### config.mk
export PLATFORM = sky130hd
export DESIGN_NAME = rpc_prep
export DESIGN_NICKNAME = d
export VERILOG_FILES = /design/src/rtl/rpc_pkg.sv /design/src/rtl/rpc_prep.sv
export SDC_FILE = /design/constraint.sdc
export NUM_CORES = 1
export LEC_CHECK = 0
export ABC_AREA = 1
export BUFFER_PORTS_ARGS = -buffer_cell sky130_fd_sc_hd__buf_2
export CELL_PAD_IN_SITES_DETAIL_PLACEMENT = 0
export CELL_PAD_IN_SITES_GLOBAL_PLACEMENT = 2
export CORE_ASPECT_RATIO = 0.5
export CORE_MARGIN = 3
export CORE_UTILIZATION = 29
export CTS_CLUSTER_SIZE = 12
export DETAILED_ROUTE_END_ITERATION = 6
export MAX_ROUTING_LAYER = met4
export PLACE_DENSITY_LB_ADDON = 0.1
export SETUP_SLACK_MARGIN = 0.2
export SYNTH_ARGS = -nofsm -noshare
export SYNTH_HDL_FRONTEND = slang
export SYNTH_SLANG_ARGS = --single-unit
### constraint.sdc
create_clock -name clk -period 25.2 [get_ports clk]
set_clock_uncertainty 0.05 [all_clocks]
set_input_delay 2.52 -clock clk [delete_from_list [all_inputs] [get_ports clk]]
set_output_delay 2.52 -clock clk [all_outputs]
set_load 0.01 [all_outputs]
### src/rtl/rpc_pkg.sv
package rpc_pkg;

  localparam int CORDIC_STAGES = 16;
  localparam int ATAN_ENTRIES = 24;
  localparam int NUM_CELLS = (CORDIC_STAGES > ATAN_ENTRIES) ? ATAN_ENTRIES : CORDIC_STAGES;
  localparam int STAGE_W = $clog2(ATAN_ENTRIES);
  localparam int CW = 33;

  localparam logic signed [CW-1:0] GAIN_Q30 = 33'sd652032874;
  localparam logic signed [CW-1:0] ONE_Q30 = 33'sd1073741824;
  localparam logic signed [CW-1:0] MINUS_ONE_Q30 = -33'sd1073741824;
  localparam logic signed [65:0] ROUND_HALF = 66'sd536870912;
  localparam logic [15:0] EIGHTH_TURN = 16'h2000;

  typedef struct packed {
    logic signed [31:0] point_x;
    logic signed [31:0] point_y;
    logic signed [31:0] center_x;
    logic signed [31:0] center_y;
    logic [15:0]        turn_angle;
  } in_item_t;

  typedef struct packed {
    logic signed [31:0] rotated_x;
    logic signed [31:0] rotated_y;
  } out_item_t;

  typedef struct packed {
    logic signed [31:0] center_x;
    logic signed [31:0] center_y;
    logic signed [32:0] dx;
    logic signed [32:0] dy;
    logic [1:0]         quadrant;
  } carry_t;

  typedef struct packed {
    carry_t              carry;
    logic signed [CW-1:0] x;
    logic signed [CW-1:0] y;
    logic signed [CW-1:0] z;
  } cell_data_t;

  // Arctangent of 2^-i in units of 2^-32 turn, rounded to nearest.
  function automatic logic signed [CW-1:0] atan_turn(input logic [STAGE_W-1:0] idx);
    logic signed [CW-1:0] val;
    unique case (idx)
      5'd0:    val = 33'sd536870912;
      5'd1:    val = 33'sd316933406;
      5'd2:    val = 33'sd167458907;
      5'd3:    val = 33'sd85004756;
      5'd4:    val = 33'sd42667331;
      5'd5:    val = 33'sd21354465;
      5'd6:    val = 33'sd10679838;
      5'd7:    val = 33'sd5340245;
      5'd8:    val = 33'sd2670163;
      5'd9:    val = 33'sd1335087;
      5'd10:   val = 33'sd667544;
      5'd11:   val = 33'sd333772;
      5'd12:   val = 33'sd166886;
      5'd13:   val = 33'sd83443;
      5'd14:   val = 33'sd41722;
      5'd15:   val = 33'sd20861;
      5'd16:   val = 33'sd10430;
      5'd17:   val = 33'sd5215;
      5'd18:   val = 33'sd2608;
      5'd19:   val = 33'sd1304;
      5'd20:   val = 33'sd652;
      5'd21:   val = 33'sd326;
      5'd22:   val = 33'sd163;
      5'd23:   val = 33'sd81;
      default: val = '0;
    endcase
    return val;
  endfunction

endpackage

### src/rtl/rpc_prep.sv
module rpc_prep (
  input  logic                clk,
  input  logic                rst,
  input  logic                up_valid,
  input  rpc_pkg::in_item_t   up_data,
  output logic                up_ready,
  output logic                dn_valid,
  output rpc_pkg::cell_data_t dn_data,
  input  logic                dn_ready
);
  import rpc_pkg::*;

  logic [15:0]  angle_sum;
  logic [1:0]   quadrant;
  logic [15:0]  residual;
  cell_data_t   dn_data_next;

  always_comb begin
    angle_sum = up_data.turn_angle + EIGHTH_TURN;
    quadrant = angle_sum[15:14];
    residual = up_data.turn_angle - {quadrant, 14'd0};
    dn_data_next.carry.center_x = up_data.center_x;
    dn_data_next.carry.center_y = up_data.center_y;
    dn_data_next.carry.dx = $signed({up_data.point_x[31], up_data.point_x})
                          - $signed({up_data.center_x[31], up_data.center_x});
    dn_data_next.carry.dy = $signed({up_data.point_y[31], up_data.point_y})
                          - $signed({up_data.center_y[31], up_data.center_y});
    dn_data_next.carry.quadrant = quadrant;
    dn_data_next.x = GAIN_Q30;
    dn_data_next.y = '0;
    dn_data_next.z = $signed({residual[15], residual, 16'd0});
  end

  assign up_ready = !dn_valid || dn_ready;

  always_ff @(posedge clk) begin
    if (rst) begin
      dn_valid <= 1'b0;
    end else if (up_ready) begin
      dn_valid <= up_valid;
    end
  end

  always_ff @(posedge clk) begin
    if (up_ready && up_valid) begin
      dn_data <= dn_data_next;
    end
  end

endmodule

Word level (Yosys, flattened, before mapping)
Cells that the tools add are included.
Cells by class
  $add $sub $neg: 4
  reductions and logical operators: 3
Operators with widths (number)
  subtractor 32 x 32 -> 33 bit: 2
  adder 16 x 14 -> 16 bit, second input constant: 1
  subtractor 16 bit: 1
  logical AND 1 bit: 1
  zero test 1 bit: 1
  logical OR 1 bit: 1
Storage, ports and cells
  register bits after elaboration: 149
  output and inout port bits: 233
  logic and storage cells: 14

Depth between registers and ports, before layout
  depth after elaboration: 3
  mapped depth: 14
  mapped depth without buffers: 14

Worst setup path after synthesis
Ideal clock, no wire load.
  path type: in2reg
  start point: in up_valid
  end point: reg dn_data[100] (netlist bit) (enable)
  setup time: 0.704 ns
  arrival: 9.680 ns
  required time: 24.446 ns
  setup slack: 14.766 ns
  cell stages on the path: 2
  buffers on the path: 0
  cell sequence: inv_1 a21oi_1
Between the ends
  longest elaborated chain between the ends: 1
RTL lines
  start: declaration: line rpc_prep.sv:4  | input logic up_valid,
  logical AND 1 bit: line rpc_prep.sv:45  | if (up_ready && up_valid) begin
  end signal: assignment: line rpc_prep.sv:46  | dn_data <= dn_data_next;
  end: declaration: line rpc_prep.sv:8  | output rpc_pkg::cell_data_t dn_data,
No other way between the ends.
A chain may end at the register's enable or synchronous reset.

Worst setup path in the final report
  start point: in dn_ready
  end point: out up_ready
Between the ends
  longest elaborated chain between the ends: 1
RTL lines
  start: declaration: line rpc_prep.sv:9  | input logic dn_ready
  logical OR 1 bit: line rpc_prep.sv:34  | assign up_ready = !dn_valid || dn_ready;
  end: declaration: line rpc_prep.sv:6  | output logic up_ready,
No other way between the ends.

==> impl_metrics.env <==
export IMPL_wl_um=30000
export IMPL_first_iter_violations=480
export IMPL_worstHoldEndpoint="dn_valid"
export IMPL_drive_gt1_share_pct=20.9
export IMPL_setup_worst_path_start_class="input port"
export IMPL_met3_usage_pct=3.10
export IMPL_ys_seq_elements=149
export IMPL_path_clk_slew_ns=0.07
export IMPL_avgRoutedWirePerCell_um=13.9
export IMPL_seq_area_frac_synth_pct=43.2
export IMPL_setup_viol=0
export IMPL_vias_per_cell=4.05
export IMPL_dieArea_um2=38100
export IMPL_initial_core_util_pct=29.7
export IMPL_grt_first_pass_wirelength_um=47000
export IMPL_die_y_um=140
export IMPL_placed_area_um2=12100
export IMPL_syn_to_final_growth_pct=22.8
export IMPL_grt_antenna_before_repair=1
export IMPL_power_density_nw_per_um2=59.2
export IMPL_fin_ws_ns=19.70
export IMPL_ant_nets=0
export IMPL_cts_sinks=149
export IMPL_finalHoldViolCount=0
export IMPL_maxCapViolCount=0
export IMPL_firstDrtPassIters=7
export IMPL_yosysUniqueCellTypes=25
export IMPL_crit_type="input port to output pin"
export IMPL_numCtsBuffers=17
export IMPL_r2r_slack_ns=22.81
export IMPL_hp_start="dn_valid"
export IMPL_cts_resized=0
export IMPL_fmax_mhz=182
export IMPL_synthesis_area_um2=10300
export IMPL_reg2reg_to="dn_data[118]"
export IMPL_outcome="finished, final reports clean"
export IMPL_fin_nets=1890
export IMPL_yosys_area_top_type="edfxtp_1"
export IMPL_htree_num_levels=4
export IMPL_core_region_area_um2=34800
export IMPL_slew_viol_final=0
export IMPL_drc=0
export IMPL_min_path_type="flop to flop"
export IMPL_worstMarginPinSlew_ns=1.05
export IMPL_async_reset_ff_share_pct=0
export IMPL_synth_area_top_cells="edfxtp_1 (43%), nand2_1 (18%), inv_1 (12%)"
export IMPL_cts_max_path_buffers=2
export IMPL_grt_pass1_vias=8753
export IMPL_grt_overflow_total=0
export IMPL_grt_util_met2_pct=26.9
export IMPL_clk_latency_ns=0.45
export IMPL_slew_limit_headroom_pct=30.3
export IMPL_synth_flop_cell="edfxtp_1"
export IMPL_gr_max_usage_layer="met2"
export IMPL_clockRootBuffer="clkbuf_16"
export IMPL_rows=48
export IMPL_gp_congestion=0.835
export IMPL_grt_setup_unrepaired="no"
export IMPL_via_count=8751
export IMPL_setup_tns_ns=0
export IMPL_synth_most_common_cell="nand2_1"
export IMPL_fin_crit_sh_pct=21.8
export IMPL_ir_drop_v=0.0000330
export IMPL_reg2reg_depth=2
export IMPL_endpoint_kind="output pin"
export IMPL_track_usage_pct=16.3
export IMPL_synth_common_cells="nand2_1 (492), inv_1 (320), edfxtp_1 (148)"
export IMPL_met1_usage_pct=20.0
export IMPL_grt_max_degree=74
export IMPL_leakage_nw=7.24
export IMPL_fp_dieW_um=273
export IMPL_min_path_cells=2
export IMPL_min_period_ns=5.50
export IMPL_crit_required_ns=22.63
export IMPL_crit_fanout=2
export IMPL_place_hpwl_um=24800
export IMPL_syn_inst=1360
export IMPL_synth_edff_count=148
export IMPL_netlist_area_leader_share_pct=43.0
export IMPL_cts_hold_buf=0
export IMPL_cts_tree="yes"
export IMPL_timing_rr_start="dn_valid"
export IMPL_pin_count=381
export IMPL_dp_worst_setup_slack_ns=19.70
export IMPL_p_total_mw=0.751
export IMPL_post_cts_setup_buffers=0
export IMPL_port_buffers=298
export IMPL_final_cell_area_um2=12700
export IMPL_syn_area_per_cell_um2=7.60
export IMPL_yosys_warnings=0
export IMPL_fill_cells=3830
export IMPL_arrival_ns=2.93
metal layers:
metal  share of wire [%]  routed length [um]  vias to the layer above
met3                 4.1                1240                       42
li1                    -                   -                     4586
met2                  47               14200                      209
met5                   0                   0                        -
met4                 2.7                 824                        0
met1                  46               13800                     3914
power by group:
| part | switching, mW | internal, mW | total (mW) |
|---|---|---|---|
| Sequential | 0.00495 | 0.302 | 0.307 |
| Clock | 0.117 | 0.147 | 0.264 |
| Combinational | 0.118 | 0.0626 | 0.180 |
| Total | 0.240 | 0.512 | 0.751 |
logic make-up (layout without fill, tap and decap cells):
group | count (synthesis) | count (layout) | synth area share (%)
fa+ha+maj | 68 | 68 | 8.37
simple gates | 656 | 656 | 25.3
compound gates | 48 | 48 | 2.49
other cells | 2 | 83 | 0.0726
xor+xnor | 32 | 32 | 2.71
flops | 149 | 149 | 43.2
buf+inv | 405 | 652 | 17.8
sequential cells by signal (all words and copies together) (netlist names):
name	flops
dn_data	148
dn_valid	1
stage by stage:
stage	instances	utilization (%)	hold WS [ns]
5_1_grt	2163	36.4	0.507
4_1_cts	2162	36.4	0.484
3_3_place_gp	2130	34.8	0.462
3_5_place_dp	2130	34.8	0.474
2_1_floorplan	1440	-	0.527
6_report	2163	36.4	0.483
critical path, stage by stage:
cell and delay (ns):
buf_2 0.09, inv_1 0.10, nand2_1 0.08, buf_2 0.14
placed cells by master (no fill, tap or decap):
cell and instances:
ha_1 66, fa_1 2, a21o_1 2, dfxtp_1 1, clkbuf_1 2, conb_1 82
nand2_4 1, xnor2_1 5, or2_2 1, xor2_1 27, a21oi_4 1, clkinv_4 1
nand3_1 44, nand4_1 8, diode_2 1, buf_2 298, a21oi_2 2, clkinv_2 1
inv_6 4, buf_4 2, nand2_2 16, clkinvlp_4 5, a21oi_1 41, clkbuf_16 17
bufinv_16 2, nand3_2 2, nor3_1 4, or2_1 2, o21bai_1 2, nor2_1 82
edfxtp_1 148, inv_1 320, and2_1 4, nand2_1 492
how the worst max path moves through the flow:
stage / from / cells past startpoint / end
after floorplan: up_valid / 2 / dn_data[100]
after global placement: dn_ready / 4 / up_ready
after detailed placement: dn_ready / 4 / up_ready
after CTS: dn_ready / 4 / up_ready
after global routing: dn_ready / 4 / up_ready
final: dn_ready / 4 / up_ready
layout make-up:
cell class | instances | area [um^2] | area share, %
Clock inverter | 13 | 146 | 1.15
Tap cell | 475 | 594 | 4.68
Timing Repair Buffer | 300 | 1510 | 11.9
Multi-Input combinational cell | 886 | 4340 | 34.2
Clock buffer | 19 | 433 | 3.41
Antenna cell | 1 | 2.50 | 0.0197
Sequential cell | 149 | 4460 | 35.2
Inverter | 320 | 1200 | 9.46
No activity file was read; power rests on OpenSTA's default activity.
