## config.mk

```make
export PLATFORM = sky130hd
export DESIGN_NAME = rpc_cordic_cell
export DESIGN_NICKNAME = d
export VERILOG_FILES = /design/src/rtl/rpc_pkg.sv /design/src/rtl/rpc_cordic_cell.sv
export SDC_FILE = /design/constraint.sdc
export NUM_CORES = 1
export LEC_CHECK = 0
export CORE_UTILIZATION = 40
export DETAILED_ROUTE_END_ITERATION = 10
export DONT_BUFFER_PORTS = 1
export GPL_ROUTABILITY_DRIVEN = 0
export PLACE_DENSITY_LB_ADDON = 0.1
export RECOVER_POWER = 25
export SLEW_MARGIN = 10
export SYNTH_ARGS = -nofsm -noshare
export SYNTH_HDL_FRONTEND = slang
export SYNTH_SLANG_ARGS = --single-unit
```

## constraint.sdc

```tcl
create_clock -name clk -period 8.7 [get_ports clk]
set_input_delay 1.305 -clock clk [delete_from_list [all_inputs] [get_ports clk]]
set_output_delay 1.305 -clock clk [all_outputs]
set_load 0.03 [all_outputs]
```

## src/rtl/rpc_pkg.sv

```systemverilog
package rpc_pkg;

  localparam int CORDIC_STAGES = 16;
  localparam int ATAN_ENTRIES = 24;
  localparam int NUM_CELLS = (CORDIC_STAGES > ATAN_ENTRIES) ? ATAN_ENTRIES : CORDIC_STAGES;
  localparam int STAGE_W = $clog2(ATAN_ENTRIES);
  localparam int CW = 33;

  localparam logic signed [CW-1:0] GAIN_Q30 = 33'sd652032874;
  localparam logic signed [CW-1:0] ONE_Q30 = 33'sd1073741824;
  localparam logic signed [CW-1:0] MINUS_ONE_Q30 = -33'sd1073741824;
  localparam logic signed [65:0] ROUND_HALF = 66'sd536870912;
  localparam logic [15:0] EIGHTH_TURN = 16'h2000;

  typedef struct packed {
    logic signed [31:0] point_x;
    logic signed [31:0] point_y;
    logic signed [31:0] center_x;
    logic signed [31:0] center_y;
    logic [15:0]        turn_angle;
  } in_item_t;

  typedef struct packed {
    logic signed [31:0] rotated_x;
    logic signed [31:0] rotated_y;
  } out_item_t;

  typedef struct packed {
    logic signed [31:0] center_x;
    logic signed [31:0] center_y;
    logic signed [32:0] dx;
    logic signed [32:0] dy;
    logic [1:0]         quadrant;
  } carry_t;

  typedef struct packed {
    carry_t              carry;
    logic signed [CW-1:0] x;
    logic signed [CW-1:0] y;
    logic signed [CW-1:0] z;
  } cell_data_t;

  // Arctangent of 2^-i in units of 2^-32 turn, rounded to nearest.
  function automatic logic signed [CW-1:0] atan_turn(input logic [STAGE_W-1:0] idx);
    logic signed [CW-1:0] val;
    unique case (idx)
      5'd0:    val = 33'sd536870912;
      5'd1:    val = 33'sd316933406;
      5'd2:    val = 33'sd167458907;
      5'd3:    val = 33'sd85004756;
      5'd4:    val = 33'sd42667331;
      5'd5:    val = 33'sd21354465;
      5'd6:    val = 33'sd10679838;
      5'd7:    val = 33'sd5340245;
      5'd8:    val = 33'sd2670163;
      5'd9:    val = 33'sd1335087;
      5'd10:   val = 33'sd667544;
      5'd11:   val = 33'sd333772;
      5'd12:   val = 33'sd166886;
      5'd13:   val = 33'sd83443;
      5'd14:   val = 33'sd41722;
      5'd15:   val = 33'sd20861;
      5'd16:   val = 33'sd10430;
      5'd17:   val = 33'sd5215;
      5'd18:   val = 33'sd2608;
      5'd19:   val = 33'sd1304;
      5'd20:   val = 33'sd652;
      5'd21:   val = 33'sd326;
      5'd22:   val = 33'sd163;
      5'd23:   val = 33'sd81;
      default: val = '0;
    endcase
    return val;
  endfunction

endpackage

```

## src/rtl/rpc_cordic_cell.sv

```systemverilog
module rpc_cordic_cell (
  input  logic                          clk,
  input  logic                          rst,
  input  logic [rpc_pkg::STAGE_W-1:0]   stage_idx,
  input  logic                          up_valid,
  input  rpc_pkg::cell_data_t           up_data,
  output logic                          up_ready,
  output logic                          dn_valid,
  output rpc_pkg::cell_data_t           dn_data,
  input  logic                          dn_ready
);
  import rpc_pkg::*;

  logic signed [CW-1:0] xs;
  logic signed [CW-1:0] ys;
  logic signed [CW-1:0] atan_val;
  cell_data_t           dn_data_next;

  always_comb begin
    xs = $signed(up_data.x) >>> stage_idx;
    ys = $signed(up_data.y) >>> stage_idx;
    atan_val = atan_turn(stage_idx);
    dn_data_next.carry = up_data.carry;
    if (!up_data.z[CW-1]) begin
      dn_data_next.x = up_data.x - ys;
      dn_data_next.y = up_data.y + xs;
      dn_data_next.z = up_data.z - atan_val;
    end else begin
      dn_data_next.x = up_data.x + ys;
      dn_data_next.y = up_data.y - xs;
      dn_data_next.z = up_data.z + atan_val;
    end
  end

  assign up_ready = !dn_valid || dn_ready;

  always_ff @(posedge clk) begin
    if (rst) begin
      dn_valid <= 1'b0;
    end else if (up_ready) begin
      dn_valid <= up_valid;
    end
  end

  always_ff @(posedge clk) begin
    if (up_ready && up_valid) begin
      dn_data <= dn_data_next;
    end
  end

endmodule

```

### Yosys cells after proc, flatten, opt, wreduce, memory -nomap -nowiden

Memory sizes are Yosys's and may differ from the RTL's.
Cells that the tools add are included.

| operators by class | value |
|---|---|
| reduce and logical (&&, ||, !) cells | 3 |
| mux-type cells | 1 |
| $add $sub $neg | 6 |
| shift-type cells | 2 |

Operators by type and width:

| operator | count |
|---|---|
| adder 33 bit | 3 |
| 2-to-1 mux 99 bit | 1 |
| subtractor 33 bit | 3 |
| >>> shifter 33 x 5 -> 33 bit | 2 |
| logical AND 1 bit | 1 |
| logical NOT 1 bit | 1 |
| logical OR 1 bit | 1 |

| storage, ports and cells | value |
|---|---|
| bits in read-only memories | 960 |
| memories | 1 |
| register bits | 232 |
| input bits | 240 |
| word-level logic and storage cells | 22 |

Memories:

| name | words | bits a word | rd ports | clocked after Yosys merged registers in | write ports | line | text |
|---|---|---|---|---|---|---|---|
| (name not given) | 32 | 30 | 1 | 0 | 0 | rpc_pkg.sv:46 | `unique case (idx)` |

### Depth between registers and ports, before layout

| logic depth | value |
|---|---|
| depth after elaboration | 3 |
| gate-level depth with buffers | 32 |
| depth with buffers taken out | 25 |

### Worst setup path after synthesis

Ideal clock, no wire load.

| path | value |
|---|---|
| kind | input -> register |
| start | in dn_ready |
| end | reg dn_data[0] (netlist name), enable pin |
| buffers on the path | 0 |
| path slack | 1.149 ns |
| setup time | 0.619 ns |
| stages | 2 |
| arrival time | 6.931 ns |
| cell sequence | nand2b_1 and2_1 |

| between the ends | value |
|---|---|
| longest elaborated chain between the ends | 2 |

Ends and longest elaborated chain:

| item | line | text |
|---|---|---|
| start: declaration | rpc_cordic_cell.sv:10 | `input logic dn_ready` |
| logical OR 1 bit | rpc_cordic_cell.sv:35 | `assign up_ready = !dn_valid \|\| dn_ready;` |
| logical AND 1 bit | rpc_cordic_cell.sv:46 | `if (up_ready && up_valid) begin` |
| end signal: assignment | rpc_cordic_cell.sv:47 | `dn_data <= dn_data_next;` |
| end: declaration | rpc_cordic_cell.sv:9 | `output rpc_pkg::cell_data_t dn_data,` |

Every way passes these cells.
A chain may end at the register's enable or synchronous reset.

==> results.sh <==
export IMPL_crit_path_end_kind="flop"
export IMPL_wl_met3_mm=5.92
export IMPL_crit_path_max_incr_delay_ps=650
export IMPL_cts_tree="done"
export IMPL_status="finished, violations left"
export IMPL_ir_drop_v=0.000163
export IMPL_hold_viol=0
export IMPL_synth_top_cells_by_count="edfxtp_1 (231), nor2_1 (174), a21oi_1 (156)"
export IMPL_clk_pin_slew_worst_paths_ps=60
export IMPL_synth_seq_cells=232
export IMPL_power_leakage_nw=7.67
export IMPL_routed_wl_mm=63.6
export IMPL_slew_limit_headroom_pct=-185
export IMPL_yosysMostFrequentCell="edfxtp_1"
export IMPL_min_delay_start="rst"
export IMPL_synth_top_area_share_pct=35.7
export IMPL_min_to="dn_valid$_SDFFE_PP0N_"
export IMPL_drt_pass1_iterations=5
export IMPL_syn_area_mm2=0.0194
export IMPL_async_reset_ff_share_pct=0
export IMPL_finalSetupTns_ps=0
export IMPL_grt_max_degree=171
export IMPL_cp_cell_sequence="inv_1 > buf_4 > mux2_2 > a221oi_1 > a2bb2oi_2 > o21ai_0 > nor4_1 > a21oi_1 > xor2_1 > ha_1 > inv_1 > o21bai_1 > a21oi_1 > a21bo_2 > a31oi_1 > a2111oi_1 > buf_4 > o41ai_1 > o41a_1 > mux2i_1 > nand3_1"
export IMPL_first_global_vias=14400
export IMPL_max_freq_ghz=0.149
export IMPL_yosys_top_cells_area="edfxtp_1 (36%), mux4_2 (8.5%), ha_1 (7.0%)"
export IMPL_ys_flop_type="edfxtp_1"
export IMPL_cts_buffers=27
export IMPL_die_w_um=222
export IMPL_ff2ff_path_depth=3
export IMPL_nets=2129
export IMPL_cts_sinks=232
export IMPL_syn_to_final_growth_pct=6.35
export IMPL_cts_root_buf="clkbuf_16"
export IMPL_setup_viol=0
export IMPL_finalCriticalPeriod_ps=6720
export IMPL_holdBufCountCts=0
export IMPL_yosys_area_top_type="edfxtp_1"
export IMPL_routed_via_density=6.26
export IMPL_start_util_pct=40.6
export IMPL_wl_met2_mm=30.0
export IMPL_r2r_end="dn_data[11]$_DFFE_PP_"
export IMPL_maxCapViolations=1
export IMPL_violations="max-capacitance violations, max-slew violations"
export IMPL_synth_cells=1832
export IMPL_ioPinCount=473
export IMPL_crit_path_top_delay_cell="nor4_1"
export IMPL_num_rows=80
export IMPL_drtIter0Drc=1351
export IMPL_cellPowerDensity_mw_per_mm2=204
export IMPL_yosysSeqAreaShare_pct=35.8
export IMPL_cts_buffer_depth=3
export IMPL_highest_layer="met4"
export IMPL_cts_setup_buffers=0
export IMPL_rsz0062_at_grt="no"
export IMPL_core_area_mm2=0.0478
export IMPL_port_buffers=0
export IMPL_drtAntennaViolNets=0
export IMPL_slew_viol_final=62
export IMPL_met1_length_mm=25.8
export IMPL_min_path_type="in -> reg"
export IMPL_crit_fanout=80
export IMPL_layout_drive_gt1_share_pct=11.0
export IMPL_r2r_setup_slack_ps=3650
export IMPL_cp_top_family="compound AO/OA/AOI/OAI gates"
export IMPL_synth_warnings=0
export IMPL_path_class="in -> reg"
export IMPL_synth_edf_count=231
export IMPL_clk_latency_ps=580
export IMPL_synthDistinctLibCells=101
export IMPL_num_vias=15100
export IMPL_antenna_found_initial=5
export IMPL_drc=0
export IMPL_ctsResizeCount=0
export IMPL_fin_worst_hold_slack_ps=782
export IMPL_grtUsageTotal_pct=24.8
export IMPL_wl_per_cell_um=26.3
export IMPL_worstReg2RegStart="dn_valid$_SDFFE_PP0N_"
export IMPL_grt_pass1_wl_mm=94.1
export IMPL_synth_fp_nets=2183
export IMPL_crit_buf_inv=4
export IMPL_die_area_mm2=0.0495
export IMPL_hpwl_mm=48.7
export IMPL_cp_required_ps=9030
export IMPL_timing_final_crit_share_pct=77.2
export IMPL_overflow=0
export IMPL_dieHeight_um=222
export IMPL_clock_skew_ps=12.2
export IMPL_whs_path_depth=1
export IMPL_cts_htree_levels=1
export IMPL_worstPathArrival_ps=7050
export IMPL_tightest_slew_ps=4270
export IMPL_crit_path_start_kind="input port"
export IMPL_syn_area_per_cell_um2=10.6
per-stage QoR:
stage / setup slack (ps) / cells / total power, W / area, um^2 / utilization (%)
floorplan: 1150 / 1832 / 0.00284 / 19400 / -
global placement: 1630 / 2364 / 0.00310 / 19800 / 41.3
detailed placement: 1540 / 2364 / 0.00310 / 19800 / 41.3
CTS: 2150 / 2414 / 0.00426 / 20700 / 43.2
global route: 1540 / 2414 / 0.00444 / 20700 / 43.2
finish: 1980 / 2415 / 0.00422 / 20700 / 43.2
power by group:
| group | switching [W] | total, W | internal (W) |
|---|---|---|---|
| Sequential | 0.000355 | 0.00182 | 0.00146 |
| Combinational | 0.000724 | 0.00127 | 0.000550 |
| Clock | 0.000494 | 0.00113 | 0.000638 |
| Total | 0.00157 | 0.00422 | 0.00265 |
worst max path at each step:
stage | from | to | slack, ps | cells past startpoint
global route | stage_idx[3] | dn_data[97]$_DFFE_PP_ | 1540 | 21
CTS | stage_idx[1] | dn_data[97]$_DFFE_PP_ | 2150 | 20
floorplan | dn_ready | dn_data[0]$_DFFE_PP_ | 1150 | 2
global placement | stage_idx[1] | dn_data[31]$_DFFE_PP_ | 1630 | 21
finish | stage_idx[3] | dn_data[97]$_DFFE_PP_ | 1980 | 21
detailed placement | stage_idx[1] | dn_data[97]$_DFFE_PP_ | 1540 | 20
worst reg2reg max path, cell delays in order (launching register included):
cell and delay, ps:
dfxtp_1 430, nand2b_1 360, and2_0 3090, buf_12 630
layout make-up:
class,instances,area (um^2)
Fill cell,4495,27200
Multi-Input combinational cell,1460,11800
Sequential cell,232,6960
Tap cell,615,769
Clock buffer,29,683
Clock inverter,21,205
Inverter,45,169
Timing Repair Buffer,12,103
Antenna cell,1,2.50
registers in the layout (all words and copies together) (netlist names):
register / flops
dn_data: 231
dn_valid: 1
cell usage in the layout, fill, tap and decap left out, drive strengths merged, types with 8 or more instances in the layout:
master / n
nand2b: 25
nor4: 9
o21ai: 73
inv: 48
nor3: 26
xor2: 60
clkinv: 15
a221oi: 13
o21bai: 21
a211oi: 17
ha: 108
mux4: 91
or3: 9
o21a: 23
o22ai: 14
nand4: 8
nand3: 24
xnor2: 111
nor2: 175
buf: 12
o211ai: 14
a21boi: 8
nor2b: 19
and3: 15
and2: 18
a31oi: 29
mux2i: 64
clkbuf: 29
a21o: 47
mux2: 26
edfxtp: 231
nand2: 133
a21oi: 156
kinds of logic (layout without fill, tap and decap cells):
group | Yosys count | count (layout) | synth area share, %
AOI/OAI and AO/OA | 508 | 508 | 17.7
and+or+nand+nor | 488 | 488 | 12.2
DFF | 232 | 232 | 35.8
muxes | 181 | 181 | 15.7
xor gates and xnor gates | 171 | 171 | 7.71
buffers and inverters | 140 | 107 | 3.61
adders and majority gates | 112 | 112 | 7.32
other | 0 | 1 | 0
layer usage:
layer | vias up | track usage (%)
li1 | 6952 | -
met1 | 7254 | 32.0
met2 | 787 | 40.6
met3 | 117 | 6.65
met4 | 0 | 7.72
met5 | - | 0
(Power assumes the default switching activity.)
